File: config.mk
export PLATFORM = sky130hd
export DESIGN_NAME = fifo_handoff_mutex_unit
export DESIGN_NICKNAME = d
export VERILOG_FILES = /design/src/design/fmh_pkg.sv /design/src/design/fmh_cell.sv /design/src/design/fifo_handoff_mutex_unit.sv
export SDC_FILE = /design/constraint.sdc
export NUM_CORES = 1
export LEC_CHECK = 0
export ABC_AREA = 1
export BUFFER_PORTS_ARGS = -buffer_cell sky130_fd_sc_hd__buf_2
export CORE_ASPECT_RATIO = 0.75
export CORE_MARGIN = 1.5
export CORE_UTILIZATION = 40
export DETAILED_ROUTE_END_ITERATION = 10
export PLACE_DENSITY = 0.56
export RECOVER_POWER = 50
export SLEW_MARGIN = 15
export SYNTH_ARGS = -nofsm -noshare
export SYNTH_HDL_FRONTEND = slang
export SYNTH_SLANG_ARGS = --single-unit
File: constraint.sdc
create_clock -name clk -period 4.1 [get_ports clk]
set_input_delay 0.205 -clock clk [delete_from_list [all_inputs] [get_ports clk]]
set_output_delay 0.205 -clock clk [all_outputs]
set_load 0.01 [all_outputs]
File: src/design/fmh_pkg.sv
`default_nettype none

package fmh_pkg;

  localparam int ReqBits    = 2;
  localparam int StatusBits = 3;

  localparam logic [ReqBits-1:0] REQ_TRY    = 2'd0;
  localparam logic [ReqBits-1:0] REQ_LOCK   = 2'd1;
  localparam logic [ReqBits-1:0] REQ_UNLOCK = 2'd2;

  localparam logic [StatusBits-1:0] ST_OK        = 3'd0;
  localparam logic [StatusBits-1:0] ST_BUSY      = 3'd1;
  localparam logic [StatusBits-1:0] ST_QUEUED    = 3'd2;
  localparam logic [StatusBits-1:0] ST_RECURSIVE = 3'd3;
  localparam logic [StatusBits-1:0] ST_NOT_OWNER = 3'd4;

  typedef struct packed {
    logic deq;
    logic enq;
  } fmh_ctrl_t;

endpackage

`default_nettype wire

File: src/design/fmh_cell.sv
`default_nettype none

// one waiter slot; slot 0 is the head, slots shift towards it on dequeue
module fmh_cell
  import fmh_pkg::*;
#(
  parameter int IdBits = 4
) (
  input  wire logic              clk,
  input  wire logic              rst,
  input  wire fmh_ctrl_t         ctrl,
  input  wire logic              prev_valid,
  input  wire logic [IdBits-1:0] enq_id,
  input  wire logic              next_valid,
  input  wire logic [IdBits-1:0] next_id,
  output logic                   valid,
  output logic      [IdBits-1:0] id
);

  always_ff @(posedge clk) begin
    if (rst) begin
      valid <= 1'b0;
    end else if (ctrl.deq) begin
      valid <= next_valid;
    end else if (ctrl.enq && !valid && prev_valid) begin
      valid <= 1'b1;
    end
  end

  always_ff @(posedge clk) begin
    if (ctrl.deq) begin
      id <= next_id;
    end else if (ctrl.enq && !valid && prev_valid) begin
      id <= enq_id;
    end
  end

endmodule

`default_nettype wire

File: src/design/fifo_handoff_mutex_unit.sv
`default_nettype none

// channel | direction | handshake            | payload
// request | in        | in_valid / in_ready   | req_type, thread_id
// result  | out       | out_valid / out_ready | status, locked, owner_id, wake_valid,
//         |           |                       | wake_thread
//
// One request per cycle unless stalled; its result, registered, appears the cycle after it.
// Waiters sit in a row of 2**THREAD_ID_BITS slot cells, head at slot 0, shifting on handoff.
// A request is taken while the result register is empty or being emptied in the same cycle.
// Reset clears the lock, the waiter slots and the waiting map.
module fifo_handoff_mutex_unit
  import fmh_pkg::*;
#(
  parameter int THREAD_ID_BITS = 4
) (
  input  wire logic                      clk,
  input  wire logic                      rst,
  input  wire logic                      in_valid,
  output logic                           in_ready,
  input  wire logic [ReqBits-1:0]        req_type,
  input  wire logic [THREAD_ID_BITS-1:0] thread_id,
  output logic                           out_valid,
  input  wire logic                      out_ready,
  output logic      [StatusBits-1:0]     status,
  output logic                           locked,
  output logic      [THREAD_ID_BITS-1:0] owner_id,
  output logic                           wake_valid,
  output logic      [THREAD_ID_BITS-1:0] wake_thread
);

  localparam int NumThreads = 1 << THREAD_ID_BITS;

  logic                      held;
  logic [THREAD_ID_BITS-1:0] holder;
  logic [NumThreads-1:0]     waiting_map;

  logic                      held_next;
  logic [THREAD_ID_BITS-1:0] holder_next;
  logic [NumThreads-1:0]     waiting_map_next;
  logic [StatusBits-1:0]     status_next;
  logic                      wake_valid_next;
  logic [THREAD_ID_BITS-1:0] wake_thread_next;

  logic                      cell_valid [NumThreads];
  logic [THREAD_ID_BITS-1:0] cell_id    [NumThreads];
  fmh_ctrl_t                 ctrl;
  logic                      fire;

  assign in_ready = !out_valid || out_ready;
  assign fire     = in_valid && in_ready;

  always_comb begin
    held_next        = held;
    holder_next      = holder;
    waiting_map_next = waiting_map;
    status_next      = ST_BUSY;
    wake_valid_next  = 1'b0;
    wake_thread_next = '0;
    ctrl             = '0;
    case (req_type)
      REQ_TRY: begin
        if (!held) begin
          held_next   = 1'b1;
          holder_next = thread_id;
          status_next = ST_OK;
        end
      end
      REQ_LOCK: begin
        if (!held) begin
          held_next   = 1'b1;
          holder_next = thread_id;
          status_next = ST_OK;
        end else if (holder == thread_id) begin
          status_next = ST_RECURSIVE;
        end else begin
          status_next = ST_QUEUED;
          if (!waiting_map[thread_id] && !cell_valid[NumThreads-1]) begin
            ctrl.enq                    = fire;
            waiting_map_next[thread_id] = 1'b1;
          end
        end
      end
      REQ_UNLOCK: begin
        if (!held || holder != thread_id) begin
          status_next = ST_NOT_OWNER;
        end else if (cell_valid[0]) begin
          ctrl.deq                     = fire;
          waiting_map_next[cell_id[0]] = 1'b0;
          holder_next                  = cell_id[0];
          wake_valid_next              = 1'b1;
          wake_thread_next             = cell_id[0];
          status_next                  = ST_OK;
        end else begin
          held_next   = 1'b0;
          holder_next = '0;
          status_next = ST_OK;
        end
      end
      default: begin
        status_next = ST_BUSY;
      end
    endcase
  end

  for (genvar i = 0; i < NumThreads; i++) begin : g_cell
    logic                      prev_v;
    logic                      next_v;
    logic [THREAD_ID_BITS-1:0] next_i;
    if (i == 0) begin : g_first
      assign prev_v = 1'b1;
    end else begin : g_mid
      assign prev_v = cell_valid[i-1];
    end
    if (i == NumThreads - 1) begin : g_last
      assign next_v = 1'b0;
      assign next_i = '0;
    end else begin : g_inner
      assign next_v = cell_valid[i+1];
      assign next_i = cell_id[i+1];
    end
    fmh_cell #(
      .IdBits(THREAD_ID_BITS)
    ) u_cell (
      .clk       (clk),
      .rst       (rst),
      .ctrl      (ctrl),
      .prev_valid(prev_v),
      .enq_id    (thread_id),
      .next_valid(next_v),
      .next_id   (next_i),
      .valid     (cell_valid[i]),
      .id        (cell_id[i])
    );
  end

  always_ff @(posedge clk) begin
    if (rst) begin
      held        <= 1'b0;
      holder      <= '0;
      waiting_map <= '0;
      out_valid   <= 1'b0;
    end else begin
      if (fire) begin
        held        <= held_next;
        holder      <= holder_next;
        waiting_map <= waiting_map_next;
      end
      if (fire) begin
        out_valid <= 1'b1;
      end else if (out_ready) begin
        out_valid <= 1'b0;
      end
    end
  end

  always_ff @(posedge clk) begin
    if (fire) begin
      status      <= status_next;
      locked      <= held_next;
      owner_id    <= holder_next;
      wake_valid  <= wake_valid_next;
      wake_thread <= wake_thread_next;
    end
  end

  logic [NumThreads-1:0] cell_valid_vec;
  always_comb begin
    for (int k = 0; k < NumThreads; k++) begin
      cell_valid_vec[k] = cell_valid[k];
    end
  end

  a_wake_hands_over: assert property (@(posedge clk) disable iff (rst)
    out_valid && wake_valid |-> status == ST_OK && locked)
    else $error("handoff result without lock held");

  a_free_no_owner: assert property (@(posedge clk) disable iff (rst)
    out_valid && !locked |-> owner_id == '0)
    else $error("free lock reports an owner");

  a_waiters_need_holder: assert property (@(posedge clk) disable iff (rst)
    cell_valid[0] |-> held)
    else $error("waiters queued on a free lock");

  a_holder_not_waiting: assert property (@(posedge clk) disable iff (rst)
    held |-> !waiting_map[holder])
    else $error("holder still marked waiting");

  a_map_matches_queue: assert property (@(posedge clk) disable iff (rst)
    $countones(cell_valid_vec) == $countones(waiting_map))
    else $error("waiting map and queue disagree");

endmodule

`default_nettype wire

After elaboration in Yosys (flattened, before gate mapping)
Cells that the tools add are included.
{"block": "word_totals", "in_bits": 10, "output_inout_bits": 15, "register_bits": 115, "word_cells": 230}
{"block": "op_classes", "muxes": 94, "n_reduce_logical": 78, "n_eq_ne": 9, "n_bitwise": 4, "order_cmp": 4}
{"operator": "$mux 4", "n": 33}
{"operator": "$mux 16", "n": 5}
{"operator": "$mux 1", "n": 47}
{"operator": "$logic_and 1x1->1", "n": 35}
{"operator": "$reduce_bool 2->1", "n": 17}
{"operator": "$pmux 16 s2", "n": 1}
{"operator": "$logic_not 1->1", "n": 19}
{"operator": "$and 16x16->16", "n": 1}
{"operator": "$not 16->16", "n": 1}
{"operator": "$or 16x16->16", "n": 1}
{"operator": "$lt 4x5->1 const B", "n": 2}
{"operator": "$pmux 3 s3", "n": 1}
{"operator": "$demux 1 s4", "n": 2}
{"operator": "$ge 4x1->1 const B", "n": 2}
{"operator": "$ne 2x2->1 const B", "n": 4}
{"operator": "$pmux 4 s2", "n": 1}
{"operator": "$reduce_and 7->1", "n": 1}
{"operator": "$reduce_or 2->1", "n": 3}
{"operator": "$bmux 1 s4", "n": 1}
{"operator": "$eq 4x4->1", "n": 1}
{"operator": "$ne 4x4->1", "n": 1}
{"operator": "$mux 3", "n": 1}
{"operator": "$eq 2x1->1 const B", "n": 1}
{"operator": "$eq 2x2->1 const B", "n": 1}
{"operator": "6 further kinds", "n": 7}

Longest topological paths before layout
Gate-level depths: netlist of run 1.
{"block": "logic_depth", "ltp_word": 12, "ltp_mapped": 15, "depth_no_buf": 13}

Modules after synthesis
From an unflattened synthesis of run 1, not the netlist that was laid out.
{"block": "hier_totals", "cells_unflattened": 744, "area_unflattened_um2": 5805.6}
{"mod": "fmh_cell", "cells_each": 26, "n_inst": 16, "area_per_inst_um2": 224.0, "seq_area_each_um2": 140.1}
{"mod": "fifo_handoff_mutex_unit", "cells_each": 328, "n_inst": 1, "area_per_inst_um2": 2222.1, "seq_area_each_um2": 830.8}

Least setup slack after synthesis of run 1
No wires, ideal clock.
{"block": "synth_path", "path_type": "flip-flop to flip-flop", "start": "register held", "end": "register g_cell[0].u_cell.id[0], enable pin", "synth_period_minus_slack_ps": 2039, "path_stages_with_launch": 9, "setup_slack_ps": 2061, "required_time_ps": 3739, "path_buffers": 2, "setup_ps": 361, "arrival_time_ps": 1678, "cell_sequence": "dfxtp_1 -> buf_2 -> inv_2 -> nor2_1 -> inv_1 -> nor3_2 -> buf_2 -> nand3_1 -> o21ai_0"}
{"block": "synth_between", "elab_chain_len": 5, "elab_cells_between_ends": 8, "classes_between": "4 x mux; 4 x reduce/logical"}
{"item": "start: declaration", "line_no": "fifo_handoff_mutex_unit.sv:34", "text": "logic held;"}
{"item": "start signal: assignment", "line_no": "fifo_handoff_mutex_unit.sv:145", "text": "held <= held_next;"}
{"item": "$logic_not 1->1", "line_no": "fifo_handoff_mutex_unit.sv:85", "text": "if (!held || holder != thread_id) begin"}
{"item": "$logic_or 1x1->1", "line_no": "fifo_handoff_mutex_unit.sv:85"}
{"item": "$mux 1", "line_no": "fifo_handoff_mutex_unit.sv:85"}
{"item": "$mux 1", "line_no": "fifo_handoff_mutex_unit.sv:61", "text": "case (req_type)"}
{"item": "$reduce_bool 2->1 (no line) *"}
{"item": "end signal: assignment", "line_no": "fmh_cell.sv:32", "text": "id <= next_id;"}
{"item": "end signal: assignment", "line_no": "fmh_cell.sv:34", "text": "id <= enq_id;"}
{"item": "end: declaration", "line_no": "fmh_cell.sv:17", "text": "output logic [IdBits-1:0] id"}
Mark *: on every way between the ends. The rest lies on a longest branch, timed or not.
A chain may end at the register's enable or synchronous reset.

Worst setup path in the final report of run 1
{"block": "layout_path", "start": "register holder[0]", "end": "register g_cell[14].u_cell.valid"}
{"block": "layout_between", "elab_chain_len": 7, "elab_cells_between_ends": 12, "classes_between": "2 x eq/ne; 6 x mux; 4 x reduce/logical"}
{"item": "start: declaration", "line_no": "fifo_handoff_mutex_unit.sv:35", "text": "logic [THREAD_ID_BITS-1:0] holder;"}
{"item": "start signal: assignment", "line_no": "fifo_handoff_mutex_unit.sv:146", "text": "holder <= holder_next;"}
{"item": "$eq 4x4->1", "line_no": "fifo_handoff_mutex_unit.sv:74", "text": "end else if (holder == thread_id) begin"}
{"item": "$mux 1", "line_no": "fifo_handoff_mutex_unit.sv:74"}
{"item": "$mux 1", "line_no": "fifo_handoff_mutex_unit.sv:70", "text": "if (!held) begin"}
{"item": "$mux 1", "line_no": "fifo_handoff_mutex_unit.sv:61"}
{"item": "$logic_and 1x1->1 (2 in a row)", "line_no": "fmh_cell.sv:25", "text": "end else if (ctrl.enq && !valid && prev_valid) begin"}
{"item": "$reduce_bool 2->1 (no line)"}
{"item": "end signal: assignment", "line_no": "fmh_cell.sv:24", "text": "valid <= next_valid;"}
{"item": "end: declaration", "line_no": "fmh_cell.sv:16", "text": "output logic valid,"}
Several ways; a longest one is shown, not always the timed one.

==> results.json, run 1 <==
{
  "status": "complete, no violations",
  "syn-num-nets": 722,
  "placementRows": 37,
  "crit_chain": "inv_1, nand2_1, nand2_1, nor2_1, nand3_1, inv_1, nand2_1, nor2_1, clkbuf_2, nand2_1, nand2_1, inv_1, nand2_1, inv_1",
  "crit_family": "buffers and inverters",
  "yosysTopAreaCell": "edfxtp_1",
  "rsz0062_at_grt": "no",
  "num_vias": 4565,
  "vdd.ir_drop.worst_mv": 0.272,
  "cts_max_path_buffers": 2,
  "root_buffer": "clkbuf_16",
  "avgSynthCellArea_um2": 7.93,
  "clkTransAtPathRegs_ps": 50,
  "first_pass_iters": 5,
  "io_pins": 25,
  "r2r_slack_ps": 1150,
  "drtIter0Drc": 484,
  "setup_viol": 0,
  "holdWs_ps": 93.3,
  "drive_above_1_share": 0.0789,
  "crit_path_start_kind": "flip-flop",
  "start_util": 0.411,
  "grt_max_degree": 71,
  "synthArstFlopShare": 0,
  "cts_resized": 0,
  "numPortBuffers": 24,
  "crit_top_cell": "nand2_1",
  "die-area_um2": 14800,
  "fin_util": 0.461,
  "die_w_um": 140,
  "yosysSeqAreaShare": 0.537,
  "fmax_ghz": 0.339,
  "powerDensity_nw_per_um2": 451,
  "power.leakage_nw": 2.84,
  "core-area_um2": 13700,
  "grt_pass1_wl_mm": 21.0,
  "viasPerCell": 5.02,
  "syn_area_um2": 5650,
  "final_nets": 732,
  "cp_max_fo": 70,
  "synth_flop_cell": "edfxtp_1",
  "worst_slew_pin_slew_ps": 1340,
  "yosysTopAreaCellShare": 0.388,
  "fin_crit_sh": 0.719,
  "routedWlPerCell_um": 14.1,
  "syn2layout_area_growth_pct": 12.2,
  "worstSetupPathType": "reg -> reg",
  "h-tree-depth": 4,
  "grt_usage": 0.185,
  "cts_tree": "built",
  "post_cts_buffers": 0,
  "wirelength_mm": 12.9,
  "cp.arrival_ps": 3260,
  "antenna_found_initial": 0,
  "period_needed_ps": 2950,
  "insertion_delay_ps": 420,
  "hpwl_mm": 8.27,
  "drcViolationCount": 0,
  "nFillCells": 1335,
  "ant_nets": 0,
  "ys_ff_latch": 115,
  "path_buf_inv": 5,
  "power.total_mw": 2.86,
  "yosys_warnings": 0,
  "grt_pass1_vias": 4052,
  "critPathCaptureType": "flip-flop",
  "hold_path.class": "in -> reg",
  "required_ps": 4420,
  "antennaDiodeCount": 0,
  "synth_cells": 712,
  "numCtsBuffers": 17,
  "gr-total-overflow": 0,
  "relSlewSlack": 0.109,
  "place.gp.congestion": 0.889,
  "yosys.cell_types.count": 26,
  "tns_ps": 0,
  "maxCapViolCount": 0,
  "hold_buffers": 0,
  "critical_path.slowest_cell": "clkbuf_2",
  "cpPeakStageDelay_ps": 1000,
  "synthTopCellsByArea": "edfxtp_1 39%, nand2_1 17%, dfxtp_1 15%",
  "synth_edf_count": 73,
  "fp.dieH_um": 106,
  "numClockSinks": 115,
  "clock_skew_ps": 9.43,
  "finalHoldViolations": 0,
  "final_max_slew_viol_count": 0
}
through the flow:
step	instances	instance area [um2]	setup slack (ps)
floorplan	712	5650	2060
global placement	878	5800	1580
detailed placement	878	5800	1440
CTS	910	6380	1460
global route	910	6340	784
finish	910	6340	1150
final timing paths:
path                           start  depth (start not counted)                 endpoint
max                        holder[0]                         14  g_cell[14].u_cell.valid
min                        out_ready                          4                out_valid
max reg2reg                holder[0]                         14  g_cell[14].u_cell.valid
min reg2reg  g_cell[15].u_cell.valid                          2  g_cell[15].u_cell.valid
sequential cells by signal (all words and copies together) (netlist names):
register             cells
locked                   1
g_cell.u_cell.valid     16
wake_valid               1
waiting_map             16
holder                   4
held                     1
wake_thread              4
status                   3
g_cell.u_cell.id        64
out_valid                1
owner_id                 4
tightest hold or removal path: cells and delay by family:
family / cells / cell delay [ps]
AOI/OAI and AO/OA: 1 / 70
buffers and inverters: 2 / 100
and+or+nand+nor: 1 / 80
layout by cell type, fill, tap and decap left out:
cell type   count
nand2_4         2
nor2_1         53
clkinv_1        1
nand2_1       263
clkinv_2        4
o21ai_1         6
bufinv_16       3
dfxtp_1        42
nor3_1          1
nand4_1        17
inv_1          75
edfxtp_1       73
o211ai_1        4
nand2_2         5
inv_2           7
a21oi_1        24
nor3_2          1
nand3_1        42
clkbuf_2        1
nor2_4          3
clkinvlp_4      2
o21ai_0        55
clkbuf_1       20
buf_2           9
clkinv_4        1
clkbuf_16      17
xor2_1          1
nor2_2          3
cell type report:
cell class              count  area, um2  area share
well taps                 175        219      0.0346
flip-flops and latches    115       3030       0.479
clock buffers              22        444      0.0701
repair buffers             25        106      0.0168
multi-input cells         480       2090       0.330
inverters                  83        312      0.0492
clock inverters            10        134      0.0211
power by group:
group / total, mW / internal [mW] / switching [mW]
combinational: 0.142 / 0.0356 / 0.106
clock: 1.46 / 0.949 / 0.509
sequential: 1.26 / 1.25 / 0.0103
layer usage:
layer,track usage,routed length [um],vias up
met3,0.0618,1060,18
met1,0.268,6350,2063
met2,0.257,5280,170
met5,0,0,-
met4,0.0594,173,0
li1,-,-,2314
kinds of logic (layout without fill, tap and decap cells):
group,after synthesis,after routing,share of synthesized area
AOI/OAI and AO/OA,89,89,0.0807
xor gates and xnor gates,1,1,0.00155
buffers and inverters,117,140,0.0887
DFF,115,115,0.537
and+or+nand+nor,390,390,0.292
synth_stat cells, types with 4 or more instances:
library cell  number
a21oi_1           24
buf_2             19
buf_4              6
clkbuf_1           7
dfxtp_1           42
edfxtp_1          73
inv_1             72
inv_2             10
nand2_1          262
nand2_2            6
nand3_1           41
nand4_1           16
nor2_1            51
nor2_2             4
nor2_4             4
o211ai_1           4
o21ai_0           55
o21ai_1            6
Note: power is estimated with default switching activity, not from simulation.
==> inputs of run 2 (changes only) <==
==> constraint.sdc (replaced) <==
create_clock -name clk -period 2.9 [get_ports clk]
set_input_delay 0.145 -clock clk [delete_from_list [all_inputs] [get_ports clk]]
set_output_delay 0.145 -clock clk [all_outputs]
set_load 0.01 [all_outputs]
==> run 2 against run 1 <==
Against the previous run: clock power grew 30%; register-to-register slack worse by 640 ps; count of clock-buffer cells in the layout rose by 5; critical endpoint is now g_cell[14].u_cell.id[2]; critical path type unchanged; sequential cell count unchanged; worst setup slack got worse by 640 ps; cell area rose by 0.30%.
==> results.json, run 2 (synthesis results as in run 1) <==
{
  "hold_buffers": 0,
  "hold_end": "out_valid",
  "critical_path.slowest_cell": "nand2_2",
  "grt_pass1_wl_mm": 21.1,
  "tns_ps": 0,
  "gr-total-overflow": 0,
  "rsz0062_at_grt": "no",
  "p_int_mw": 3.03,
  "p_comb_frac": 0.052,
  "largest-register": "g_cell.u_cell.id",
  "drtIter0Drc": 409,
  "numClockSinks": 115,
  "place.gp.congestion": 0.858,
  "post-place-ws_ps": 521,
  "path_buf_inv": 3,
  "start_util": 0.411,
  "r2r-end": "g_cell[14].u_cell.id[2]",
  "status": "complete, no violations",
  "antennaDiodeCount": 0,
  "placementRows": 37,
  "reg2regPathDepth": 11,
  "crit_chain": "inv_1, nand2_1, nand2_1, nor2_1, nand3_1, inv_1, nand2_2, nor2_4, inv_2, nand2_2, o21ai_1",
  "wirelength_mm": 12.8,
  "placed_cells": 883,
  "p_sw_uw": 854,
  "numPortBuffers": 24,
  "crit_family": "simple AND/OR/NAND/NOR gates",
  "grt_max_degree": 71,
  "first_pass_iters": 5,
  "drive_above_1_share": 0.0865,
  "cts_max_path_buffers": 2,
  "die_w_um": 140,
  "power_frac_clock": 0.489,
  "io_pins": 25,
  "worst_slack_ps": 512,
  "grt_usage": 0.183,
  "root_buffer": "clkbuf_16",
  "vdd.ir_drop.worst_mv": 0.380,
  "clkTransAtPathRegs_ps": 50,
  "power.leakage_nw": 2.88,
  "hp-start": "out_ready",
  "reg.largest.list": "g_cell.u_cell.id (64), g_cell.u_cell.valid (16), waiting_map (16)",
  "syn2layout_area_growth_pct": 12.6,
  "cp.arrival_ps": 2520,
  "holdWs_ps": 31.1,
  "maxCapViolCount": 0,
  "numCtsBuffers": 17,
  "cts_tree": "built",
  "fin_crit_sh": 0.823,
  "timing.rr.start": "holder[0]",
  "final_nets": 737,
  "final_common_cell": "nand2_1",
  "cp_max_fo": 43,
  "fmax_ghz": 0.419,
  "post_cts_buffers": 0,
  "required_ps": 3030,
  "h-tree-depth": 4,
  "clock_skew_ps": 10.5,
  "die-area_um2": 14800,
  "worstSetupPathType": "reg -> reg",
  "drcViolationCount": 0,
  "finalHoldViolations": 0,
  "hpwl_mm": 8.43,
  "hold_depth": 4,
  "period_needed_ps": 2390,
  "cpPeakStageDelay_ps": 430,
  "relSlewSlack": 0.521,
  "powerDensity_nw_per_um2": 611,
  "critPathCaptureType": "flip-flop",
  "r2r_slack_ps": 510,
  "fp.dieH_um": 106,
  "routedWlPerCell_um": 14.0,
  "setup_viol": 0,
  "hold_path.class": "in -> reg",
  "netSwitchingFraction": 0.220,
  "antenna_found_initial": 0,
  "num_vias": 4625,
  "core-area_um2": 13700,
  "mostFrequentLayoutCells": "262 x nand2_1, 75 x inv_1, 73 x edfxtp_1",
  "fin_cells": 915,
  "final_max_slew_viol_count": 0,
  "worst_slew_pin_slew_ps": 718,
  "grt_pass1_vias": 4149,
  "crit_path_start_kind": "flip-flop",
  "viasPerCell": 5.05,
  "seq_power_share": 0.459,
  "cts_resized": 0,
  "insertion_delay_ps": 410,
  "largest_reg_flops": 64,
  "fin_util": 0.462,
  "ant_nets": 0
}
==> run 2: changes by cell type in the layout (fill, tap and decap cells not counted), moves of 2 or more <==
cell	change
buf_4	+6
bufinv_16	-3
clkbuf_1	+2
clkbuf_16	+2
clkinvlp_4	-2
==> run 2: power by group through the flow <==
| stage | clock network, mW | registers (mW) | logic, mW |
|---|---|---|---|
| floorplan | 0 | 1.81 | 0.143 |
| global placement | 0 | 1.81 | 0.203 |
| detailed placement | 0 | 1.81 | 0.207 |
| CTS | 1.94 | 1.78 | 0.208 |
| global route | 2.02 | 1.78 | 0.228 |
| finish | 1.90 | 1.78 | 0.203 |
==> run 2: how the worst max path moves through the flow <==
stage               depth (start not counted)          from                       to
floorplan                                   8          held   g_cell[0].u_cell.id[0]
global placement                           12  thread_id[0]  g_cell[14].u_cell.id[2]
detailed placement                          9   req_type[1]   g_cell[0].u_cell.id[3]
CTS                                        11     holder[1]  g_cell[10].u_cell.id[1]
global route                               11     holder[0]  g_cell[14].u_cell.id[2]
finish                                     11     holder[0]  g_cell[14].u_cell.id[2]
==> run 2: area by class of cell <==
type                            count  area, um2
Tap cell                          175        219
Timing Repair Buffer               30        146
Sequential cell                   115       3030
Inverter                           83        312
Clock buffer                       27        515
Clock inverter                      5       25.0
Multi-Input combinational cell    480       2100
Fill cell                        1339       7390
==> run 2: routing by layer <==
layer	vias to the layer above	global-route usage	share of wire	routed length (um)
met3	10	0.0572	0.072	918
met2	152	0.259	0.42	5390
met5	-	0	0	0
li1	2330	-	-	-
met4	0	0.0526	0.0083	106
met1	2133	0.268	0.50	6400
==> run 2: stage by stage <==
stage,instance area (um2),total power [mW]
finish,6350,3.88
global placement,5840,2.01
detailed placement,5840,2.02
floorplan,5650,1.96
CTS,6380,3.92
global route,6350,4.02
==> run 2: worst min-delay path, cell delays in order <==
cell and delay (ps):
buf_2 70, inv_1 30, nand2_1 80, a21oi_1 70
